===== src/hw/rtl/wtlo_pkg.sv =====
`default_nettype none
// ---------------------------------------------------------------------------
// wtlo_pkg
// Shared types and constants of the wave-terrain line oscillator.
// ---------------------------------------------------------------------------
package wtlo_pkg;

    localparam int DEF_MAX_WIDTH  = 256;
    localparam int DEF_MAX_HEIGHT = 256;

    localparam logic [15:0] COORD_LOW_RESET  = 16'd13107;
    localparam logic [15:0] COORD_HIGH_RESET = 16'd52429;

    localparam logic [31:0] PHASE_INC_RESET = 32'd42852282;
    localparam logic [8:0]  SIZE_RESET      = 9'd256;
    localparam logic [15:0] RAMP_RESET      = 16'd1000;

    // register indexes
    localparam logic [1:0] REG_PHASE_INC = 2'd0;
    localparam logic [1:0] REG_WIDTH     = 2'd1;
    localparam logic [1:0] REG_HEIGHT    = 2'd2;
    localparam logic [1:0] REG_RAMP      = 2'd3;

    // action codes
    localparam logic [1:0] ACT_PIXEL  = 2'd0;
    localparam logic [1:0] ACT_LINE   = 2'd1;
    localparam logic [1:0] ACT_SAMPLE = 2'd2;
    localparam logic [1:0] ACT_NONE   = 2'd3;

    // one classified item in the queue
    typedef struct packed {
        logic [1:0]  action;
        logic [7:0]  col;
        logic [7:0]  row;
        logic [7:0]  bright;
        logic [63:0] targets;   // x1,y1,x2,y2 from low bits
    } wtlo_cmd_t;

    // configuration seen by the back end
    typedef struct packed {
        logic [31:0] phase_inc;
        logic [8:0]  width;
        logic [8:0]  height;
        logic [15:0] ramp;
    } wtlo_cfg_t;

endpackage : wtlo_pkg
`default_nettype wire


===== src/hw/rtl/wtlo_front.sv =====
`default_nettype none
// ---------------------------------------------------------------------------
// wtlo_front
// Accepts input words, drops unused actions and queues the rest.
// ---------------------------------------------------------------------------
module wtlo_front (
    input  wire logic               aclk,
    input  wire logic               aresetn,
    input  wire logic               in_valid,
    output logic                    in_ready,
    input  wire wtlo_pkg::wtlo_cmd_t in_cmd,
    output logic                    q_valid,
    input  wire logic               q_ready,
    output wtlo_pkg::wtlo_cmd_t     q_cmd
);
    import wtlo_pkg::*;

    localparam int DEPTH = 4;

    wtlo_cmd_t  mem_reg [DEPTH];
    logic [1:0] wr_ptr_reg, rd_ptr_reg;
    logic [2:0] count_reg;
    logic       push, pop;

    assign in_ready = (count_reg != 3'(DEPTH));
    assign push     = in_valid && in_ready && (in_cmd.action != ACT_NONE);
    assign pop      = q_valid && q_ready;
    assign q_valid  = (count_reg != 3'd0);
    assign q_cmd    = mem_reg[rd_ptr_reg];

    // store queued commands
    always_ff @(posedge aclk) begin
        if (push) begin
            mem_reg[wr_ptr_reg] <= in_cmd;
        end
    end

    // advance pointers and fill count
    always_ff @(posedge aclk) begin
        if (!aresetn) begin
            wr_ptr_reg <= '0;
            rd_ptr_reg <= '0;
            count_reg  <= '0;
        end else begin
            if (push) wr_ptr_reg <= wr_ptr_reg + 2'd1;
            if (pop)  rd_ptr_reg <= rd_ptr_reg + 2'd1;
            count_reg <= count_reg + 3'(push) - 3'(pop);
        end
    end

endmodule : wtlo_front
`default_nettype wire


===== config.mk =====
export PLATFORM = sky130hd
export DESIGN_NAME = wtlo_front
export DESIGN_NICKNAME = d
export VERILOG_FILES = /design/src/hw/rtl/wtlo_pkg.sv /design/src/hw/rtl/wtlo_front.sv
export SDC_FILE = /design/constraint.sdc
export NUM_CORES = 1
export LEC_CHECK = 0
export ABC_AREA = 1
export BUFFER_PORTS_ARGS = -buffer_cell sky130_fd_sc_hd__buf_2
export CORE_MARGIN = 1.5
export CORE_UTILIZATION = 51
export DETAILED_ROUTE_END_ITERATION = 8
export HOLD_SLACK_MARGIN = 0.08
export PLACE_DENSITY = 0.75
export SLEW_MARGIN = 5
export SYNTH_ARGS = -nofsm -noshare
export SYNTH_HDL_FRONTEND = slang
export SYNTH_SLANG_ARGS = --single-unit

===== constraint.sdc =====
create_clock -name aclk -period 5.5 [get_ports aclk]
set_clock_uncertainty 0.15 [all_clocks]
set_input_delay 1.1 -clock aclk [delete_from_list [all_inputs] [get_ports aclk]]
set_output_delay 1.1 -clock aclk [all_outputs]
set_load 0.05 [all_outputs]

==> metrics.csv <==
stage;metric;value;unit
outcome;status;completed;
clock_network;postCtsSetupBuffers;0;
sta;slew_viol_final;0;
synth;yosys_register_bits;369;
clock_network;cts-root-buf;clkbuf_16;
detailed_routing;postRouteAntennaNets;0;
power;p_leak;5.662;nW
sta;setup_violations;0;
detailed_routing;routedWlPerCell;18.90;um
final_layout;largest_reg_flops;360;
sta;rsz0062_at_grt;false;
global_route;antenna_found_initial;6;
synth;synth_compound_area_share;10.71;%
placed_design;io_buffer_count;185;
global_route;grt_start_max_net_pins;135;
clock_network;cts_tree;built;
synth;ys_async_sr_fraction;0;%
placed_design;place_hpwl;15.35;mm
sta;maxSlewHeadroom;27.80;%
clock_network;cts_hold_buf;0;
synth;synth_cell_types;18;
floorplanning;dieArea;27980;um2
clock_network;insertion_delay;0.51;ns
synth;synth-xor-area-share;0;%
synth;synthMuxAreaShare;0;%
synth;syn_inst;940;
detailed_routing;viasPerCell;5.524;
global_route;grt_pass1_vias;8042;
synth;synth_area_leaders;edfxtp_1 79%, o21ai_0 6.2%, nor2_1 5.3%;
synth;mappedNetlistArea;13760;um2
critical_path;crit_path_max_fanout;110;
sta;worst_slew_pin_slew;1.083;ns
synth;synth_area_leader_cell;edfxtp_1;
sta;period_needed;4.395;ns
synth;syn_nets;1041;
sta;fmax;227.6;MHz
global_route;grt_util_all_layers;20.01;%
clock_network;cts_buffers;37;
sta;hold_violations;0;
floorplanning;rows;59;
critical_path;arrival;3.14;ns
synth;synth_most_common_cell;edfxtp_1;
synth;synth_top_area_share;78.55;%
power;power_density;510.3;nW/um2
hold_path;min_path_type;reg2reg;
placed_design;place_inst;1416;
synth;synthSimpleGateAreaFrac;5.909;%
global_route;grt_pass1_wl;43.38;mm
clock_network;clkSinkCount;369;
flow_run;drv_cap;0;
final_layout;final_cell_area;16140;um2
final_layout;fin_util;61.42;%
synth;synth_common_cells;360 x edfxtp_1, 195 x nor2_1, 170 x o21ai_0, 90 x o22ai_1, 44 x clkbuf_1;
critical_path;endpoint_kind;output pin;
detailed_routing;drcViolationCount;0;
synth;synth_ff_type;edfxtp_1;
synth;synthAdderAreaFrac;0.6909;%
floorplanning;io_pins;186;
final_layout;area_growth_syn_to_layout;17.27;%
final_layout;layout.cells.non_filler;1487;
synth;synth-warning-count;0;
synth;synth_edf_count;360;
global_route;grt-ovfl-total;0;
critical_path;crit_required;4.25;ns
detailed_routing;num_vias;8214;
critical_path;crit_type;reg2out;
synth;syn_area_per_cell;14.64;um2
final_layout;drive_gt1_share;22.49;%
final_layout;nNetsFinal;1221;
sta;timing.final.crit_share;79.90;%
placed_design;globalplace.congestion;0.7113;
clock_network;clk_path_buf_depth;3;
clock_network;ctsResizeCount;0;
floorplanning;die_w;167.3;um
floorplanning;core_area;26280;um2
floorplanning;die_h;167.3;um
synth;seq_area_frac_synth;79.85;%
detailed_routing;totalWireLength;28.11;mm
detailed_routing;first_pass_iters;4;
critical_path;worst_setup_path_start_kind;flop;
detailed_routing;drt_iter0_drc;612;
synth;synth_top_family_by_area;compound AO/OA/AOI/OAI gates;
power;ir_drop;357.8;uV
floorplanning;start_util;52.37;%
clock_network;clkTransAtPathRegs;0.06;ns
sta;tns;0;ns
clock_network;htreeDepth;2;
placed_design;dpl_cell_area;14960;um2
power;p_total;8.236;mW
-- path summary, 6_finish.rpt --
kind / from / endpoint / slack [ns] / cells after the start
setup / recovery: flop / q_cmd[70] / 1.11 / 4
hold / removal: rd_ptr_reg[1]$_SDFFE_PN0P_ / flop / 0.34 / 2
setup reg to reg: count_reg[1]$_SDFF_PN0_ / mem_reg[0][26]$_DFFE_PP_ / 2.85 / 5
hold reg to reg: rd_ptr_reg[1]$_SDFFE_PN0P_ / flop / 0.34 / 2
-- critical path, cell delays in order (launching register included) --
cell,delay (ns)
dfxtp_4,0.82
buf_4,0.91
o21ai_0,0.23
o22ai_1,0.26
buf_2,0.31
-- stage by stage --
stage	worst slack [ns]	hold WS (ns)
floorplan	-0.3859	0.3103
global placement	1.706	0.3250
detailed placement	1.636	0.3359
CTS	1.087	0.3488
global route	0.8755	0.3624
finish	1.105	0.3439
-- cell usage in the layout (no fill, tap or decap), drive strengths merged --
cell / count
a21oi: 2
inv: 19
nor2: 195
clkbuf: 46
dfxtp: 9
bufinv: 2
diode: 5
buf: 199
fa: 1
nand3: 2
ha: 6
o21ai: 180
o22ai: 90
nand2: 19
clkinv: 17
edfxtp: 360
-- layout make-up --
cell class / instances / area, um2
Multi-Input combinational cell: 495 / 2412
Clock buffer: 46 / 1023
Fill cell: 1998 / 10140
Clock inverter: 20 / 146.4
Timing Repair Buffer: 199 / 1056
Tap cell: 335 / 419.2
Antenna cell: 5 / 12.51
Sequential cell: 369 / 11000
Inverter: 18 / 72.57
-- cells by family after synthesis --
| kind of cell | Yosys count |
|---|---|
| flip-flops | 369 |
| AO/OA/AOI/OAI | 272 |
| AND/OR/NAND/NOR | 216 |
| buffers and inverters | 76 |
| adder cells (fa/ha/maj) | 7 |
-- where the power goes --
group          internal, mW  switching [mW]
sequential             3.34           0.105
clock                  1.41           0.982
combinational         0.496            1.90
total                  5.25            2.99
-- per-layer routing --
| layer | up-vias | GRT usage, % | routed length [um] |
|---|---|---|---|
| li1 | 3889 | - | - |
| met5 | - | 0 | 25 |
| met4 | 4 | 7.051 | 653 |
| met3 | 54 | 5.011 | 1966 |
| met1 | 4006 | 25.40 | 11760 |
| met2 | 261 | 33.73 | 13710 |
Power figures use the tool's default switching activity.
